**src/rtl/wrle_pkg.sv**
```systemverilog
// Shared types and constants for the word run-length encoder.
// Used by the front classifier, the command queue, the back expander and the top level.
package wrle_pkg;

   localparam int SCREEN_WORDS = 16000;
   localparam int MAX_REPEAT   = 32767;
   localparam int QUEUE_DEPTH  = 4;
   localparam int OPS_PER_CMD  = 3;

   localparam int POS_W  = $clog2(SCREEN_WORDS + 1);
   localparam int REP_W  = 15;
   localparam int LIT_W  = POS_W;
   localparam int LEN_W  = (LIT_W > REP_W) ? LIT_W : REP_W;
   localparam int WORD_W = 16;
   localparam int CTRL_TOTAL_W = 16;
   localparam int DATA_TOTAL_W = 14;
   localparam int RSP_DATA_W   = 48;
   localparam int QPTR_W  = $clog2(QUEUE_DEPTH);
   localparam int QCNT_W  = $clog2(QUEUE_DEPTH + 1);
   localparam int OPIDX_W = $clog2(OPS_PER_CMD);

   localparam logic KIND_CONTROL = 1'b0;
   localparam logic KIND_DATA    = 1'b1;

   typedef enum logic [1:0] {
      OP_NONE,
      OP_REPEAT,
      OP_LITERAL,
      OP_DATA
   } op_code_type;

   typedef struct packed {
      op_code_type         code;
      logic [LEN_W-1:0]    len;
      logic [WORD_W-1:0]   word;
   } op_type;

   typedef struct packed {
      logic                         final_flag;
      op_type [OPS_PER_CMD-1:0]     ops;
   } cmd_type;

   typedef struct packed {
      logic    valid;
      cmd_type cmd;
   } queue_head_type;

endpackage

```
**src/rtl/wrle_front.sv**
```systemverilog
// Front classifier: tracks held word, run lengths and screen position, and turns
// each accepted word into at most one command of up to three output operations. Uses wrle_pkg.
module wrle_front (
   input  logic                    clock,
   input  logic                    reset,
   input  logic                    req_tvalid,
   output logic                    req_tready,
   input  logic [15:0]             req_tdata,   // [15:0] screen_word
   input  logic                    req_tlast,   // last_word
   input  logic                    queue_full,
   output logic                    push,
   output wrle_pkg::cmd_type       push_cmd
);
   import wrle_pkg::*;

   typedef enum logic [1:0] {
      PH_IDLE,
      PH_LITERAL,
      PH_REPEAT
   } phase_type;

   phase_type             phase_ff, phase_in;
   logic [WORD_W-1:0]     held_ff, held_in;
   logic [REP_W-1:0]      rep_ff, rep_in;
   logic [LIT_W-1:0]      lit_ff, lit_in;
   logic [POS_W-1:0]      pos_ff, pos_in;
   logic [WORD_W-1:0]     x;
   logic                  last;
   logic                  accept;
   logic [OPIDX_W-1:0]    cnt;
   cmd_type               cmd;

   assign x          = req_tdata[WORD_W-1:0];
   assign req_tready = !queue_full;
   assign accept     = req_tvalid && req_tready;
   assign push       = accept && (cmd.ops[0].code != OP_NONE);
   assign push_cmd   = cmd;

   always_comb begin
      phase_in = phase_ff;
      held_in  = held_ff;
      rep_in   = rep_ff;
      lit_in   = lit_ff;
      pos_in   = pos_ff + 1'b1;
      cmd      = '0;
      cnt      = '0;
      last     = req_tlast || ((pos_ff + 1'b1) >= POS_W'(SCREEN_WORDS));
      unique case (phase_ff)
         PH_IDLE: begin
            held_in  = x;
            rep_in   = '0;
            lit_in   = '0;
            phase_in = PH_LITERAL;
            if (last) begin
               cmd.ops[0] = '{code: OP_DATA, len: '0, word: x};
               cmd.ops[1] = '{code: OP_LITERAL, len: LEN_W'(1), word: '0};
            end
         end
         PH_REPEAT: begin
            if (x == held_ff && rep_ff < REP_W'(MAX_REPEAT)) begin
               rep_in = rep_ff + 1'b1;
               if (last) begin
                  cmd.ops[0] = '{code: OP_REPEAT, len: LEN_W'(rep_in), word: held_ff};
               end
            end else begin
               cmd.ops[0] = '{code: OP_REPEAT, len: LEN_W'(rep_ff), word: held_ff};
               held_in  = x;
               rep_in   = '0;
               lit_in   = '0;
               phase_in = PH_LITERAL;
               if (last) begin
                  cmd.ops[1] = '{code: OP_DATA, len: '0, word: x};
                  cmd.ops[2] = '{code: OP_LITERAL, len: LEN_W'(1), word: '0};
               end
            end
         end
         default: begin
            if (x == held_ff) begin
               if (lit_ff != '0) begin
                  cmd.ops[cnt] = '{code: OP_LITERAL, len: LEN_W'(lit_ff), word: '0};
                  cnt = cnt + 1'b1;
               end
               lit_in   = '0;
               rep_in   = REP_W'(2);
               phase_in = PH_REPEAT;
               if (last) begin
                  cmd.ops[cnt] = '{code: OP_REPEAT, len: LEN_W'(2), word: held_ff};
               end
            end else begin
               cmd.ops[0] = '{code: OP_DATA, len: '0, word: held_ff};
               lit_in  = lit_ff + 1'b1;
               held_in = x;
               if (last) begin
                  cmd.ops[1] = '{code: OP_DATA, len: '0, word: x};
                  cmd.ops[2] = '{code: OP_LITERAL, len: LEN_W'(lit_ff) + LEN_W'(2),
                                 word: '0};
               end
            end
         end
      endcase
      if (last) begin
         cmd.final_flag = 1'b1;
         phase_in = PH_IDLE;
         held_in  = '0;
         rep_in   = '0;
         lit_in   = '0;
         pos_in   = '0;
      end
   end

   always_ff @(posedge clock) begin
      if (reset) begin
         phase_ff <= PH_IDLE;
         held_ff  <= '0;
         rep_ff   <= '0;
         lit_ff   <= '0;
         pos_ff   <= '0;
      end else if (accept) begin
         phase_ff <= phase_in;
         held_ff  <= held_in;
         rep_ff   <= rep_in;
         lit_ff   <= lit_in;
         pos_ff   <= pos_in;
      end
   end

endmodule

```
**src/rtl/wrle_queue.sv**
```systemverilog
// Short command queue between the front classifier and the back expander.
// Register storage, one write and one read at the head per cycle. Uses wrle_pkg.
module wrle_queue (
   input  logic                       clock,
   input  logic                       reset,
   input  logic                       push,
   input  wrle_pkg::cmd_type          push_cmd,
   output logic                       full,
   output wrle_pkg::queue_head_type   head,
   input  logic                       pop
);
   import wrle_pkg::*;

   cmd_type              mem_ff [QUEUE_DEPTH];
   logic [QPTR_W-1:0]    wr_ff, wr_in;
   logic [QPTR_W-1:0]    rd_ff, rd_in;
   logic [QCNT_W-1:0]    count_ff, count_in;
   logic                 do_pop;

   assign full       = (count_ff == QCNT_W'(QUEUE_DEPTH));
   assign head.valid = (count_ff != '0);
   assign head.cmd   = mem_ff[rd_ff];
   assign do_pop     = pop && head.valid;

   always_comb begin
      wr_in    = wr_ff;
      rd_in    = rd_ff;
      count_in = count_ff;
      if (push) begin
         wr_in = (wr_ff == QPTR_W'(QUEUE_DEPTH - 1)) ? '0 : wr_ff + 1'b1;
      end
      if (do_pop) begin
         rd_in = (rd_ff == QPTR_W'(QUEUE_DEPTH - 1)) ? '0 : rd_ff + 1'b1;
      end
      if (push && !do_pop) begin
         count_in = count_ff + 1'b1;
      end else if (!push && do_pop) begin
         count_in = count_ff - 1'b1;
      end
   end

   always_ff @(posedge clock) begin
      if (reset) begin
         wr_ff    <= '0;
         rd_ff    <= '0;
         count_ff <= '0;
      end else begin
         wr_ff    <= wr_in;
         rd_ff    <= rd_in;
         count_ff <= count_in;
      end
   end

   always_ff @(posedge clock) begin
      if (push) begin
         mem_ff[wr_ff] <= push_cmd;
      end
   end

endmodule

```
**src/rtl/wrle_back.sv**
```systemverilog
// Back expander: walks the operations of the queue head, one result per cycle unless stalled,
// keeps the control and data totals and drives the registered result channel. Uses wrle_pkg.
module wrle_back (
   input  logic                             clock,
   input  logic                             reset,
   input  wrle_pkg::queue_head_type         head,
   output logic                             pop,
   output logic                             rsp_tvalid,
   input  logic                             rsp_tready,
   output logic [wrle_pkg::RSP_DATA_W-1:0]  rsp_tdata,  // [15:0] out_value,
                                                        // [31:16] control_total,
                                                        // [45:32] word_total
   output logic                             rsp_tuser,  // stream_kind
   output logic                             rsp_tlast   // final_result
);
   import wrle_pkg::*;

   logic [OPIDX_W-1:0]       op_idx_ff, op_idx_in;
   logic [1:0]               sub_ff, sub_in;
   logic [CTRL_TOTAL_W-1:0]  ctrl_cnt_ff, ctrl_cnt_in, ctrl_total;
   logic [DATA_TOTAL_W-1:0]  data_cnt_ff, data_cnt_in, data_total;
   logic                     valid_ff;
   logic [WORD_W-1:0]        value_ff;
   logic                     kind_ff, final_ff;
   logic [CTRL_TOTAL_W-1:0]  ctrl_out_ff;
   logic [DATA_TOTAL_W-1:0]  data_out_ff;

   op_type                   op;
   logic [LEN_W-1:0]         hi;
   logic [1:0]               last_sub;
   logic                     kind;
   logic [WORD_W-1:0]        value;
   logic                     load, op_done, next_valid, final_res;
   logic [OPIDX_W-1:0]       next_idx;

   assign op       = head.cmd.ops[op_idx_ff];
   assign hi       = op.len >> 8;
   assign next_idx = op_idx_ff + 1'b1;

   always_comb begin
      kind     = KIND_CONTROL;
      value    = '0;
      last_sub = '0;
      unique case (op.code)
         OP_REPEAT: begin
            if (op.len < LEN_W'(128)) begin
               last_sub = 2'd1;
               if (sub_ff == 2'd0) begin
                  value = {8'd0, op.len[7:0]};
               end else begin
                  kind  = KIND_DATA;
                  value = op.word;
               end
            end else begin
               last_sub = 2'd3;
               case (sub_ff)
                  2'd0:    value = '0;
                  2'd1:    value = {8'd0, hi[7:0]};
                  2'd2:    value = {8'd0, op.len[7:0]};
                  default: begin
                     kind  = KIND_DATA;
                     value = op.word;
                  end
               endcase
            end
         end
         OP_LITERAL: begin
            if (op.len <= LEN_W'(128)) begin
               value = {8'd0, 8'(8'd0 - op.len[7:0])};
            end else begin
               last_sub = 2'd2;
               case (sub_ff)
                  2'd0:    value = 16'd1;
                  2'd1:    value = {8'd0, hi[7:0]};
                  default: value = {8'd0, op.len[7:0]};
               endcase
            end
         end
         OP_DATA: begin
            kind  = KIND_DATA;
            value = op.word;
         end
         default: begin
            value = '0;
         end
      endcase
   end

   always_comb begin
      load       = head.valid && (!valid_ff || rsp_tready);
      op_done    = (sub_ff == last_sub);
      next_valid = (op_idx_ff != OPIDX_W'(OPS_PER_CMD - 1))
                   && (head.cmd.ops[next_idx].code != OP_NONE);
      pop        = load && op_done && !next_valid;
      final_res  = pop && head.cmd.final_flag;
      ctrl_total = ctrl_cnt_ff + ((kind == KIND_CONTROL) ? 1'b1 : 1'b0);
      data_total = data_cnt_ff + ((kind == KIND_DATA) ? 1'b1 : 1'b0);
      ctrl_cnt_in = final_res ? '0 : ctrl_total;
      data_cnt_in = final_res ? '0 : data_total;
      if (!op_done) begin
         op_idx_in = op_idx_ff;
         sub_in    = sub_ff + 1'b1;
      end else if (next_valid) begin
         op_idx_in = next_idx;
         sub_in    = '0;
      end else begin
         op_idx_in = '0;
         sub_in    = '0;
      end
   end

   always_ff @(posedge clock) begin
      if (reset) begin
         valid_ff    <= 1'b0;
         op_idx_ff   <= '0;
         sub_ff      <= '0;
         ctrl_cnt_ff <= '0;
         data_cnt_ff <= '0;
      end else if (load) begin
         valid_ff    <= 1'b1;
         op_idx_ff   <= op_idx_in;
         sub_ff      <= sub_in;
         ctrl_cnt_ff <= ctrl_cnt_in;
         data_cnt_ff <= data_cnt_in;
      end else if (rsp_tready) begin
         valid_ff    <= 1'b0;
      end
   end

   always_ff @(posedge clock) begin
      if (load) begin
         value_ff    <= value;
         kind_ff     <= kind;
         final_ff    <= final_res;
         ctrl_out_ff <= ctrl_total;
         data_out_ff <= data_total;
      end
   end

   assign rsp_tvalid = valid_ff;
   assign rsp_tuser  = kind_ff;
   assign rsp_tlast  = final_ff;
   assign rsp_tdata  = {2'b00, data_out_ff, ctrl_out_ff, value_ff};

endmodule

```
**src/rtl/word_run_length_encoder_core.sv**
```systemverilog
// Word run-length encoder top level: front classifier, command queue, back expander.
// Depends on wrle_pkg, wrle_front, wrle_queue and wrle_back.
//
// Usage:
//   req channel: one 16-bit screen word per request in tdata, tlast on the final
//   word of a screen. A screen also closes on its SCREEN_WORDS-th word.
//   rsp channel: zero or more output items per request; tuser gives the kind (control byte
//   or data word), tdata holds the value and the running control and data totals,
//   tlast marks the last item of the screen, where the totals are final.
//   Throughput: one word per cycle is taken while the command queue has room.
//   The back side emits one item per cycle; a word causes zero to six items, so a
//   burst of items holds the front back once the four-entry queue fills.
//   Path: the first item caused by a word is written into a queue entry and then
//   into the output register before it appears on the rsp channel.
//   Reset: synchronous; clears run state, queue and totals; no items pending.
//   Stall: when rsp_tready is low the output register holds, the back side stops,
//   and the front keeps taking words until the queue is full.
module word_run_length_encoder_core (
   input  logic                             clock,
   input  logic                             reset,
   input  logic                             req_tvalid,
   output logic                             req_tready,
   input  logic [15:0]                      req_tdata,   // [15:0] screen_word
   input  logic                             req_tlast,   // last_word
   output logic                             rsp_tvalid,
   input  logic                             rsp_tready,
   output logic [wrle_pkg::RSP_DATA_W-1:0]  rsp_tdata,   // [15:0] out_value,
                                                         // [31:16] control_total,
                                                         // [45:32] word_total
   output logic                             rsp_tuser,   // stream_kind
   output logic                             rsp_tlast    // final_result
);
   import wrle_pkg::*;

   logic             queue_full;
   logic             push;
   cmd_type          push_cmd;
   queue_head_type   head;
   logic             pop;

   wrle_front u_front (
      .clock      (clock),
      .reset      (reset),
      .req_tvalid (req_tvalid),
      .req_tready (req_tready),
      .req_tdata  (req_tdata),
      .req_tlast  (req_tlast),
      .queue_full (queue_full),
      .push       (push),
      .push_cmd   (push_cmd)
   );

   wrle_queue u_queue (
      .clock    (clock),
      .reset    (reset),
      .push     (push),
      .push_cmd (push_cmd),
      .full     (queue_full),
      .head     (head),
      .pop      (pop)
   );

   wrle_back u_back (
      .clock      (clock),
      .reset      (reset),
      .head       (head),
      .pop        (pop),
      .rsp_tvalid (rsp_tvalid),
      .rsp_tready (rsp_tready),
      .rsp_tdata  (rsp_tdata),
      .rsp_tuser  (rsp_tuser),
      .rsp_tlast  (rsp_tlast)
   );

endmodule

```
**config.mk**
```make
export PLATFORM = sky130hd
export DESIGN_NAME = word_run_length_encoder_core
export DESIGN_NICKNAME = d
export VERILOG_FILES = /design/src/rtl/wrle_pkg.sv /design/src/rtl/wrle_front.sv /design/src/rtl/wrle_queue.sv /design/src/rtl/wrle_back.sv /design/src/rtl/word_run_length_encoder_core.sv
export SDC_FILE = /design/constraint.sdc
export NUM_CORES = 1
export LEC_CHECK = 0
export BUFFER_PORTS_ARGS = -buffer_cell sky130_fd_sc_hd__buf_2
export CORE_ASPECT_RATIO = 0.5
export CORE_MARGIN = 4
export CORE_UTILIZATION = 55
export CTS_CLUSTER_DIAMETER = 50
export DETAILED_ROUTE_END_ITERATION = 10
export HOLD_SLACK_MARGIN = 0.03
export PLACE_DENSITY = 0.74
export SYNTH_ARGS = -nofsm -noshare
export SYNTH_HDL_FRONTEND = slang
export SYNTH_SLANG_ARGS = --single-unit
```
**constraint.sdc**
```tcl
create_clock -name clock -period 5.48 [get_ports clock]
set_input_delay 0.274 -clock clock [delete_from_list [all_inputs] [get_ports clock]]
set_output_delay 0.274 -clock clock [all_outputs]
set_load 0.005 [all_outputs]
```
; Word level (Yosys, flattened, before mapping)
; Memories as Yosys holds them, arrays and structs flattened. A register that Yosys moved wholly into a read port is not among the register bits.
; Cells that the tools add are included.
; W data, S select, Z words.
[totals]
regBits = 151
ramBits = 400
input_bits = 21
elab_cells = 158
n_memories = 1
[memory_table]
columns = name, depth, width, rd, rd_ports_with_merged_regs, wr, line
row1 = u_queue.mem_ff, 4, 100, 1, 1, 1, wrle_queue.sv:14  ; cmd_type mem_ff [QUEUE_DEPTH];
[op_classes]
addsub = 13
magnitude_cmp = 8
eq_ne = 14
mux = 69
reduce_logical = 35
[ops]
columns = op, n
row1 = $mux W33, 7
row2 = $mux W66, 3
row3 = $mux W99, 2
row4 = $bmux W33 S2, 2
row5 = $pmux W66 S2, 1
row6 = $mux W16, 7
row7 = $bwmux W99, 1
row8 = $pmux W16 S3, 2
row9 = $mux W14, 5
row10 = $demux W33 S2, 1
row11 = $pmux W33 S2, 1
row12 = $mux W15, 3
row13 = $mux W32, 1
row14 = $pmux W16 S2, 1
row15 = $pmux W15 S2, 1
row16 = $add A14 B1 Y14 const B, 2
row17 = $pmux W14 S2, 1
row18 = $mux W2, 13
row19 = $add A16 B16 Y16, 1
row20 = $eq A16 B16 Y1, 1
row21 = $pmux W8 S2, 1
row22 = $add A14 B2 Y15 const B, 1
row23 = $add A15 B1 Y15 const B, 1
row24 = $le A15 B8 Y1 const B, 1
row25 = 33 further kinds, 79

; Logic depth before layout (Yosys ltp)
; Gate-level depths: netlist of run 1.
[depth]
word_depth = 18
depth_mapped = 23
depth_no_buf = 19

; Hierarchy
; From an unflattened synthesis of run 1, not the netlist that was laid out.
[hier_totals]
hier_cells = 1759
area_unflattened_um2 = 24712.5
[by_module_without_submodules]
columns = module, instances, cells_per_inst, area_per_inst_um2, seq_area_each_um2
row1 = wrle_queue, 1, 566, 14978.1, 12191.7
row2 = wrle_back, 1, 538, 4984.8, 2142.1
row3 = wrle_front, 1, 655, 4749.6, 1221.2

; Least setup slack after synthesis of run 1
; No wires, ideal clock.
[synth_path]
kind = reg-to-reg
startpoint = reg u_front.pos_ff[0]
endpoint = mem u_queue.mem_ff[0][0] (netlist bit) (enable)
t_arrival_ns = 4.090
required_time_ns = 5.044
setup_slack_ns = 0.955
path_stages_with_launch = 10
period_less_slack_ns = 4.525
cell_sequence = dfxtp_1 ha_1 and2_1 o31a_1 o22a_1 o41a_1 clkbuf_1 clkbuf_1 a21oi_1 and2_1
[synth_between]
elab_chain_len = 10
elab_cells_between_ends = 13
[synth_lines]
columns = element, line
row1 = from (decl), wrle_front.sv:26  ; logic [POS_W-1:0] pos_ff, pos_in;
row2 = from (signal assigned), wrle_front.sv:123  ; pos_ff <= pos_in;
row3 = $add A14 B1 Y14 (*), wrle_front.sv:47  ; last = req_tlast || ((pos_ff + 1'b1) >= POS_W'(SCREEN_WORDS));
row4 = $ge A14 B14 Y1 (*), wrle_front.sv:47
row5 = $logic_or A1 B1 Y1 (*), wrle_front.sv:47
row6 = $mux W99 or $mux W32 (tied branches), "wrle_front.sv:86, wrle_front.sv:62"
row7 = $mux W99 or $mux W33 (tied branches), "wrle_front.sv:78, wrle_front.sv:60"
row8 = $pmux W66 S2 (*), wrle_front.sv:48  ; unique case (phase_ff)
row9 = $reduce_bool A2 Y1 (*), wrle_front.sv:36  ; assign push = accept && (cmd.ops[0].code != OP_NONE);
row10 = $logic_and A1 B1 Y1 (*), wrle_front.sv:36
row11 = via push, word_run_length_encoder_core.sv:36  ; logic push;
row12 = $mux W1 (*), wrle_queue.sv:55  ; if (push) begin
row13 = $mux W1 (not written as such) (*), wrle_queue.sv:56  ; mem_ff[wr_ff] <= push_cmd;
row14 = to (decl), wrle_queue.sv:14
; Mark *: on every way through the listed nets, which the timed path passes. The rest lies on a longest branch.

==> results of run 1 <==
[metrics by stage]
step	power, W	std cells	util	setup slack (ns)
floorplan	0.00597	1549	-	0.955
global placement	0.00675	2025	0.586	0.858
detailed placement	0.00680	2025	0.586	0.644
CTS	0.00948	2102	0.624	0.621
global route	0.00990	2102	0.624	0.250
finish	0.00943	2102	0.624	0.612
[layer usage]
layer	vias up	wire (µm)
li1	5966	-
met1	6503	19200
met2	542	21600
met3	86	3310
met4	0	989
met5	-	0
[sequential cells by signal, indices dropped and copies added (netlist names), named ones only]
name / cells
u_back.ctrl_cnt_ff: 16
u_back.ctrl_out_ff: 16
u_back.data_cnt_ff: 14
u_back.data_out_ff: 14
u_back.op_idx_ff: 2
u_back.rsp_tlast: 1
u_back.rsp_tuser: 1
u_back.rsp_tvalid: 1
u_back.sub_ff: 2
u_back.value_ff: 16
u_front.held_ff: 16
u_front.lit_ff: 14
u_front.phase_ff: 2
u_front.pos_ff: 14
u_front.rep_ff: 15
u_queue.count_ff: 3
u_queue.mem_ff: 280
u_queue.rd_ff: 2
u_queue.wr_ff: 2
[worst max-delay path, stage by stage (launching register included)]
cell     delay [ns]
dfxtp_4        0.57
mux4_1         0.63
or4_1          0.49
nor4_2         0.34
o211a_1        0.37
or3b_2         0.18
a21oi_1        0.07
nor2_1         0.25
ha_1           0.23
ha_1           0.20
nand3_1        0.15
nor2_1         0.23
and3_1         0.27
and2_1         0.21
nand3_1        0.11
xnor2_1        0.18
nand2_1        0.07
o21ai_0        0.18
[report_power, final]
| part | internal (W) | switching (W) |
|---|---|---|
| Clock | 0.00150 | 0.00118 |
| Sequential | 0.00399 | 0.000159 |
| Combinational | 0.000932 | 0.00167 |
| Total | 0.00642 | 0.00301 |
[cell type report]
type,count,area (µm²)
clock buffers,52,1040
clock inverters,17,196
fillers,2569,13100
inverters,32,120
multi-input cells,991,7210
flip-flops and latches,433,12000
well taps,475,594
repair buffers,102,661
[cell families after synthesis]
logic type / count (synthesis)
mux: 92
flops: 433
compound gates: 269
fa+ha+maj: 26
simple gates: 509
xor+xnor: 93
other cells: 1
buf+inv: 125
[synth_stat cells (all sizes together), types with 4 or more instances]
master	n
or3	13
and4	4
nand2b	9
nor4	17
o311ai	5
o211a	4
a211oi	6
nor3	45
a21o	6
ha	25
xnor2	32
nor2	110
dfxtp	105
o31ai	18
a21oi	77
edfxtp	328
xor2	61
nor2b	8
mux2i	23
a221o	6
inv	31
mux4	66
a31oi	4
nand4	32
nand3	45
o22ai	6
or4	8
buf	26
o21ai	61
and3	24
clkbuf	67
nand2	170
a22oi	6
o211ai	5
and2	12
a22o	33
or2	5
[worst max path at each step]
stage	slack [ns]	cells past startpoint	endpoint	start
after floorplan	0.95	9	u_queue.mem_ff[0][0]	u_front.pos_ff[0]
after global placement	0.86	17	u_back.ctrl_cnt_ff[14]	register
after detailed placement	0.64	17	u_back.ctrl_cnt_ff[14]	register
after CTS	0.62	17	u_back.ctrl_cnt_ff[14]	register
after global routing	0.25	17	u_back.ctrl_cnt_ff[14]	register
final	0.61	17	u_back.ctrl_cnt_ff[14]	register
==> results.yml, run 1 <==
timing:
  tightest_slew_ns: 1.26
  fin_skew_ns: 0.0269
  timing.fmax_mhz: 205
  slew_headroom: 0.148
  hold_viol_final: 0
  setup_viol: 0
  slew_violations: 0
  fin_crit_sh: 0.888
  tns_ns: 0
  hold_ws_ns: 0.0446
  grt_setup_unrepaired: "no"
  finalCriticalPeriod_ns: 4.87
layout:
  most-common-layout-cells: "edfxtp_1 (328), nand2_1 (170), nor2_1 (110), dfxtp_1 (103), a21oi_1 (76)"
  area_growth_pct: 10.7
  final_common_cell: "edfxtp_1"
  drive_gt1_frac: 0.150
  diodes: 0
  nets: 1646
  fin_area_um2: 21800
detailed_routing:
  post_drt_via_cell_ratio: 6.23
  antenna_left: 0
  drt_wl_total_mm: 45.1
  vias: 13100
  drt-initial-drc-count: 1499
  remaining_drc_errors: 0
  drtPass1Iterations: 5
  wl_per_cell_um: 21.4
cts:
  cts-htree-levels: 2
  cts_hold_buf: 8
  clk_pin_slew_worst_paths_ns: 0.06
  post_cts_buffers: 0
  clkSinkCount: 433
  numCtsBuffers: 39
  root_buffer: "clkbuf_16"
  cts-resized-gates: 0
  clk_latency_ns: 0.54
  cts_tree: "built"
  clockBufferDepth: 3
setup_path:
  critPathMaxFanout: 19
  rrSetupSlack_ns: 0.61
  r2r_end: "u_back.ctrl_cnt_ff[14]"
  reg2regPathDepth: 17
  critical_path_class: "reg -> reg"
  arrival_ns: 5.31
  critPathCaptureType: "register"
  startpoint_type: "register"
  critPathRequiredTime_ns: 5.92
yosys:
  synth_adder_area_share: 0.0169
  synthMuxAreaShare: 0.0903
  synth-xor-area-share: 0.0414
  yosysTopAreaCellShare: 0.501
  ys_top_cells_by_area: "edfxtp_1 (50%), dfxtp_1 (11%), mux4_2 (6.8%), nand2_1 (3.2%), xor2_1 (2.7%)"
  synth_area_um2: 19700
  synthSimpleGateAreaFrac: 0.125
  netlist_instances: 1548
  synth_top_family_by_area: "simple AND/OR/NAND/NOR gates"
  ys_seq_area_frac: 0.608
  yosys_warnings: 0
  syn_area_per_cell_um2: 12.7
  synth_compound_area_frac: 0.0913
  ys_ff_latch: 433
  yosys.cell_types.count: 77
  ys.flop_type: "edfxtp_1"
  synth_edf_count: 328
  synth.largest_area_cell: "edfxtp_1"
  async_flop_share: 0
grt:
  grt_util_met3: 0.0422
  grt_use_met1: 0.325
  antenna_found_initial: 0
  grt-busiest-layer: "met2"
  grt_pass1_vias: 13000
  grt_overflow: 0
  grt_max_degree: 71
  track_usage: 0.234
  grt_pass1_wl_mm: 71.9
  use_met2: 0.389
floorplan:
  dieArea_um2: 39000
  pin_count: 73
  fp.dieH_um: 142
  die_w_um: 275
  floorplan.initialDensity: 0.564
  coreArea_um2: 34900
  num_rows: 48
power_and_ir_drop:
  ir_worst_vdd_mv: 0.298
  leakage_nw: 7.50
  power_density_nw_per_um2: 433
min_path:
  hold_depth: 3
  hold_class: "in -> reg"
  min_delay_worst_endpoint: "u_front.held_ff[4]"
  min-delay-start: "req_tdata[4]"
place:
  port_buffers: 70
  hpwl_mm: 29.4
  dpl-instance-area_um2: 20500
  globalplace.congestion: 0.931
outcome:
  status: "finished, final reports clean"
run:
  maxCapViolations: 0
Note: power is estimated with default switching activity, not from simulation.
==> inputs of run 2 (changes only) <==
ABC_AREA = 1   (was default)
==> run 2 against run 1 <==
Net effect:
- hold slack gained 0.018 ns
- total power rose by 3.2%
- clock power grew 5%
- global-route usage is 0.69 points higher
- cell count is 32% higher
- final area increased by 3.5%
==> results.yml, run 2 <==
layout:
  drive_gt1_frac: 0.0944
  fin_util: 0.620
  register_area_um2: 12000
  largest_reg_flops: 280
  area_growth_pct: 10.1
  top_register: "u_queue.mem_ff"
  n_fill_cell: 2984
  nets: 2313
  multi_input_area_um2: 7160
  final_common_cell: "nand2_1"
  most-common-layout-cells: "nand2_1 (549), edfxtp_1 (328), nor2_1 (265), inv_1 (214), o21ai_0 (130)"
  diodes: 0
timing:
  tightest_slew_ns: 1.09
  fin_skew_ns: 0.0190
  fin_crit_sh: 0.859
  timing.fmax_mhz: 212
  hold_viol_final: 0
  setup_viol: 0
  finalCriticalPeriod_ns: 4.71
  slew_headroom: 0.274
  slew_violations: 0
  grt_setup_unrepaired: "no"
  hold_ws_ns: 0.0630
  tns_ns: 0
setup_path:
  critical_path_class: "reg -> reg"
  critPathMaxFanout: 140
  critPathRequiredTime_ns: 5.87
  critPathCaptureType: "register"
  arrival_ns: 5.10
  startpoint_type: "register"
yosys:
  async_flop_share: 0
  synth.most_common_cell: "nand2_1"
  ys_top_cells_by_area: "edfxtp_1 (48%), dfxtp_1 (10%), nand2_1 (10%), nor2_1 (4.9%), inv_1 (3.9%)"
  yosys.cell_types.count: 54
  yosys_warnings: 0
  netlist_instances: 2228
  synth_edf_count: 328
  ys_seq_area_frac: 0.583
  ys.flop_type: "edfxtp_1"
  syn_area_per_cell_um2: 9.19
  ys_ff_latch: 433
  synth_area_um2: 20500
  yosys-top-cells-count: "nand2_1 (549), edfxtp_1 (328), nor2_1 (269), inv_1 (214), o21ai_0 (130)"
  synth.largest_area_cell: "edfxtp_1"
  yosysTopAreaCellShare: 0.481
power_and_ir_drop:
  power_density_nw_per_um2: 431
  leakage_nw: 8.71
  ir_worst_vdd_mv: 0.241
floorplan:
  floorplan.initialDensity: 0.563
  pin_count: 73
  coreArea_um2: 36400
  num_rows: 49
  fp.dieH_um: 144
  dieArea_um2: 40600
  die_w_um: 281
place:
  port_buffers: 70
  hpwl_mm: 30.8
  globalplace.congestion: 0.961
cts:
  post_cts_buffers: 0
  cts-htree-levels: 2
  clk_pin_slew_worst_paths_ns: 0.07
  cts_hold_buf: 0
  clkSinkCount: 433
  clockBufferDepth: 3
  numCtsBuffers: 40
  cts-resized-gates: 0
  cts_tree: "built"
  root_buffer: "clkbuf_16"
  clk_latency_ns: 0.55
min_path:
  hold_class: "in -> reg"
grt:
  grt_overflow: 0
  antenna_found_initial: 0
  grt_pass1_vias: 14500
  grt_max_degree: 141
  grt_pass1_wl_mm: 77.2
  track_usage: 0.241
detailed_routing:
  drt-initial-drc-count: 1491
  wl_per_cell_um: 17.8
  drtPass1Iterations: 7
  drt_wl_total_mm: 49.5
  remaining_drc_errors: 0
  post_drt_via_cell_ratio: 5.59
  antenna_left: 0
  vias: 15600
outcome:
  status: "finished, final reports clean"
run:
  maxCapViolations: 0
[run 2: cell type report]
| class | count | area share |
|---|---|---|
| inverter | 231 | 0.0387 |
| clock buffer | 57 | 0.0513 |
| tap | 484 | 0.0268 |
| sequential | 433 | 0.530 |
| clock inverter | 17 | 0.00749 |
| multi-input combinational | 1457 | 0.317 |
| timing repair buffer | 103 | 0.0282 |
[run 2: path summary, 6_finish.rpt]
| path | startpoint | endpoint | slack [ns] | cells past startpoint |
|---|---|---|---|---|
| hold / removal | req_tdata[15] | u_front.held_ff[15] | 0.06 | 5 |
| setup reg to reg | register | u_back.ctrl_cnt_ff[14] | 0.77 | 27 |
| setup / recovery | register | u_back.ctrl_cnt_ff[14] | 0.77 | 27 |
| hold reg to reg | u_front.pos_ff[13] | u_front.pos_ff[13] | 0.47 | 2 |
[run 2: logic make-up after synthesis]
kind of cell	Yosys count	share of synthesized area
AND/OR/NAND/NOR	995	0.199
adder cells (fa/ha/maj)	26	0.0162
buffers and inverters	339	0.0695
AO/OA/AOI/OAI	363	0.101
flip-flops	433	0.583
XOR/XNOR	71	0.0304
other	1	0.000183
[run 2: routing by layer]
layer / up-vias / share of wire / GRT usage
met2: 531 / 0.46 / 0.398
met5: - / 0 / 0
met3: 92 / 0.073 / 0.0423
met1: 7400 / 0.44 / 0.334
met4: 0 / 0.022 / 0.0692
li1: 7537 / - / -
[run 2: critical path, cell delays in order (launching register included)]
cell     delay, ns
dfxtp_4       0.38
buf_12        0.48
nand2_1       0.14
nand3_1       0.11
nand2_1       0.10
nand2_1       0.08
nand2_1       0.13
nor2_1        0.14
nand4_1       0.14
buf_4         0.22
o21ai_0       0.28
o21ai_2       0.22
inv_1         0.10
ha_1          0.17
ha_1          0.19
nand2_1       0.06
nor2_1        0.16
nand3_1       0.12
nor2_1        0.10
inv_1         0.07
nor4_1        0.30
nand3_1       0.18
nor2_1        0.13
nand2_1       0.07
xor2_1        0.17
nor2_1        0.06
nand2_1       0.10
a21oi_1       0.08
[run 2: metrics by stage]
stage / total power (W) / cell area, µm² / setup WS, ns / std cells
floorplan: 0.00608 / 20500 / 0.118 / 2229
global placement: 0.00689 / 21200 / 1.04 / 2708
detailed placement: 0.00694 / 21200 / 0.919 / 2708
CTS: 0.00975 / 22600 / 0.899 / 2782
global route: 0.0102 / 22600 / 0.329 / 2782
finish: 0.00973 / 22600 / 0.771 / 2782
[run 2: report_power, final]
part / internal [W] / switching (W) / leakage [nW] / total [W]
Clock: 0.00159 / 0.00124 / 0.650 / 0.00282
Combinational: 0.000758 / 0.00187 / 4.10 / 0.00263
Sequential: 0.00412 / 0.000152 / 3.97 / 0.00428
Total: 0.00647 / 0.00326 / 8.71 / 0.00973
==> inputs of run 3 (changes only) <==
CORE_ASPECT_RATIO = 0.75   (was 0.5)
PLACE_DENSITY = default   (was 0.74)
PLACE_DENSITY_LB_ADDON = 0.3   (was default)
==> run 3 against run 2 <==
Net effect:
- worst setup slack worse by 0.24 ns
- sequential share of layout area down 0.25 points
- register-to-register slack worse by 0.24 ns
==> results.yml, run 3 (synthesis gave the netlist of run 2 again) <==
timing:
  slew_violations: 0
  hold_ws_ns: 0.0624
  fin_skew_ns: 0.0221
  grt_setup_unrepaired: "no"
  slew_headroom: 0.137
  hold_viol_final: 0
  fin_crit_sh: 0.903
  timing.fmax_mhz: 202
  tightest_slew_ns: 1.29
  setup_viol: 0
  finalCriticalPeriod_ns: 4.95
  tns_ns: 0
cts:
  root_buffer: "clkbuf_16"
  cts_hold_buf: 0
  clk_pin_slew_worst_paths_ns: 0.07
  numCtsBuffers: 42
  post_cts_buffers: 0
  clkSinkCount: 433
  cts_tree: "built"
  clk_latency_ns: 0.55
  clockBufferDepth: 3
  cts-resized-gates: 0
  cts-htree-levels: 2
detailed_routing:
  vias: 15700
  remaining_drc_errors: 0
  drt_wl_total_mm: 49.8
  drtPass1Iterations: 6
  wl_per_cell_um: 17.8
  post_drt_via_cell_ratio: 5.62
  antenna_left: 0
  drt-initial-drc-count: 1894
grt:
  grt_overflow: 0
  grt_pass1_vias: 14800
  grt_max_degree: 141
  antenna_found_initial: 1
  grt_pass1_wl_mm: 78.8
  track_usage: 0.242
layout:
  fin_area_um2: 22700
  nets: 2305
  final_common_cell: "nand2_1"
  multi_input_area_um2: 7160
  n_fill_cell: 3024
  diodes: 0
  largest_reg_flops: 280
  register_area_um2: 12000
  drive_gt1_frac: 0.0938
  most-common-layout-cells: "nand2_1 (549), edfxtp_1 (328), nor2_1 (265), inv_1 (214), o21ai_0 (130)"
  fin_util: 0.624
  area_growth_pct: 10.6
  top_register: "u_queue.mem_ff"
setup_path:
  reg2regPathDepth: 26
  r2r_end: "u_back.ctrl_cnt_ff[14]"
  arrival_ns: 5.34
  startpoint_type: "register"
  rrSetupSlack_ns: 0.53
  critPathRequiredTime_ns: 5.87
  critPathMaxFanout: 105
  critPathCaptureType: "register"
  critical_path_class: "reg -> reg"
floorplan:
  num_rows: 60
  pin_count: 73
  die_w_um: 231
  floorplan.initialDensity: 0.564
  fp.dieH_um: 175
  dieArea_um2: 40400
  coreArea_um2: 36300
place:
  port_buffers: 70
  globalplace.congestion: 0.928
  hpwl_mm: 31.4
  dpl-instance-area_um2: 21200
min_path:
  min-delay-start: "req_tdata[9]"
  min_delay_worst_endpoint: "u_front.held_ff[9]"
  hold_class: "in -> reg"
  hold_depth: 5
power_and_ir_drop:
  power_density_nw_per_um2: 438
  ir_worst_vdd_mv: 0.258
  power.total_w: 0.00993
  leakage_nw: 8.75
run:
  maxCapViolations: 0
outcome:
  status: "finished, final reports clean"
-- run 3: cell types whose count changed in the layout (fill, tap and decap cells not counted), sizes merged --
cell | before | now
buf | 103 | 93
bufinv | 2 | 5
clkbuf | 57 | 59
clkinv | 15 | 16
clkinvlp | 1 | 2
inv | 230 | 227
-- run 3: layout make-up --
class | count | area share
Sequential cell | 433 | 0.528
Multi-Input combinational cell | 1457 | 0.316
Clock buffer | 59 | 0.0551
Inverter | 231 | 0.0385
Tap cell | 496 | 0.0274
Timing Repair Buffer | 93 | 0.0253
Clock inverter | 19 | 0.0102
-- run 3: power breakdown --
| part | internal, W | switching [W] | leakage [nW] |
|---|---|---|---|
| sequential | 0.00413 | 0.000152 | 3.97 |
| combinational | 0.000755 | 0.00185 | 4.05 |
| clock | 0.00183 | 0.00122 | 0.727 |
-- run 3: worst max-delay path by stage --
stage / startpoint / endpoint / slack (ns) / cells past startpoint
floorplan: u_front.pos_ff[0] / u_queue.mem_ff[0][0] / 0.12 / 15
global placement: register / u_back.data_cnt_ff[12] / 0.87 / 22
detailed placement: register / u_back.ctrl_cnt_ff[14] / 0.66 / 26
CTS: register / u_back.ctrl_cnt_ff[14] / 0.58 / 26
global route: register / u_back.ctrl_cnt_ff[14] / 0.007 / 26
finish: register / u_back.ctrl_cnt_ff[14] / 0.53 / 26
-- run 3: through the flow --
| stage | instances | worst slack (ns) |
|---|---|---|
| finish | 2788 | 0.533 |
| global route | 2788 | 0.00741 |
| CTS | 2788 | 0.576 |
| detailed placement | 2710 | 0.663 |
| global placement | 2710 | 0.867 |
| floorplan | 2229 | 0.118 |
-- run 3: layer usage --
metal | vias to the layer above | GRT usage | share of wire
met2 | 680 | 0.367 | 0.44
met4 | 0 | 0.0619 | 0.018
met3 | 76 | 0.0403 | 0.091
li1 | 7501 | - | -
met1 | 7411 | 0.366 | 0.45
met5 | - | 0 | 0
-- run 3: worst max-delay path: stages, from the launching register on --
cell and delay [ns]:
dfxtp_4 0.36, inv_4 0.70, nand2_1 0.11, nand3_1 0.12, nand2_1 0.07, nand2_1 0.06
nand2_1 0.07, nor2_1 0.19, nand4_1 0.30, o21ai_0 0.38, o21ai_2 0.21, inv_1 0.10
ha_1 0.16, ha_1 0.18, nand2_1 0.06, nor2_1 0.16, nand3_1 0.13, nor2_1 0.11
inv_1 0.08, nor4_1 0.34, nand3_1 0.21, nor2_1 0.14, nand2_1 0.07, xor2_1 0.17
nor2_1 0.06, nand2_1 0.10, a21oi_1 0.07
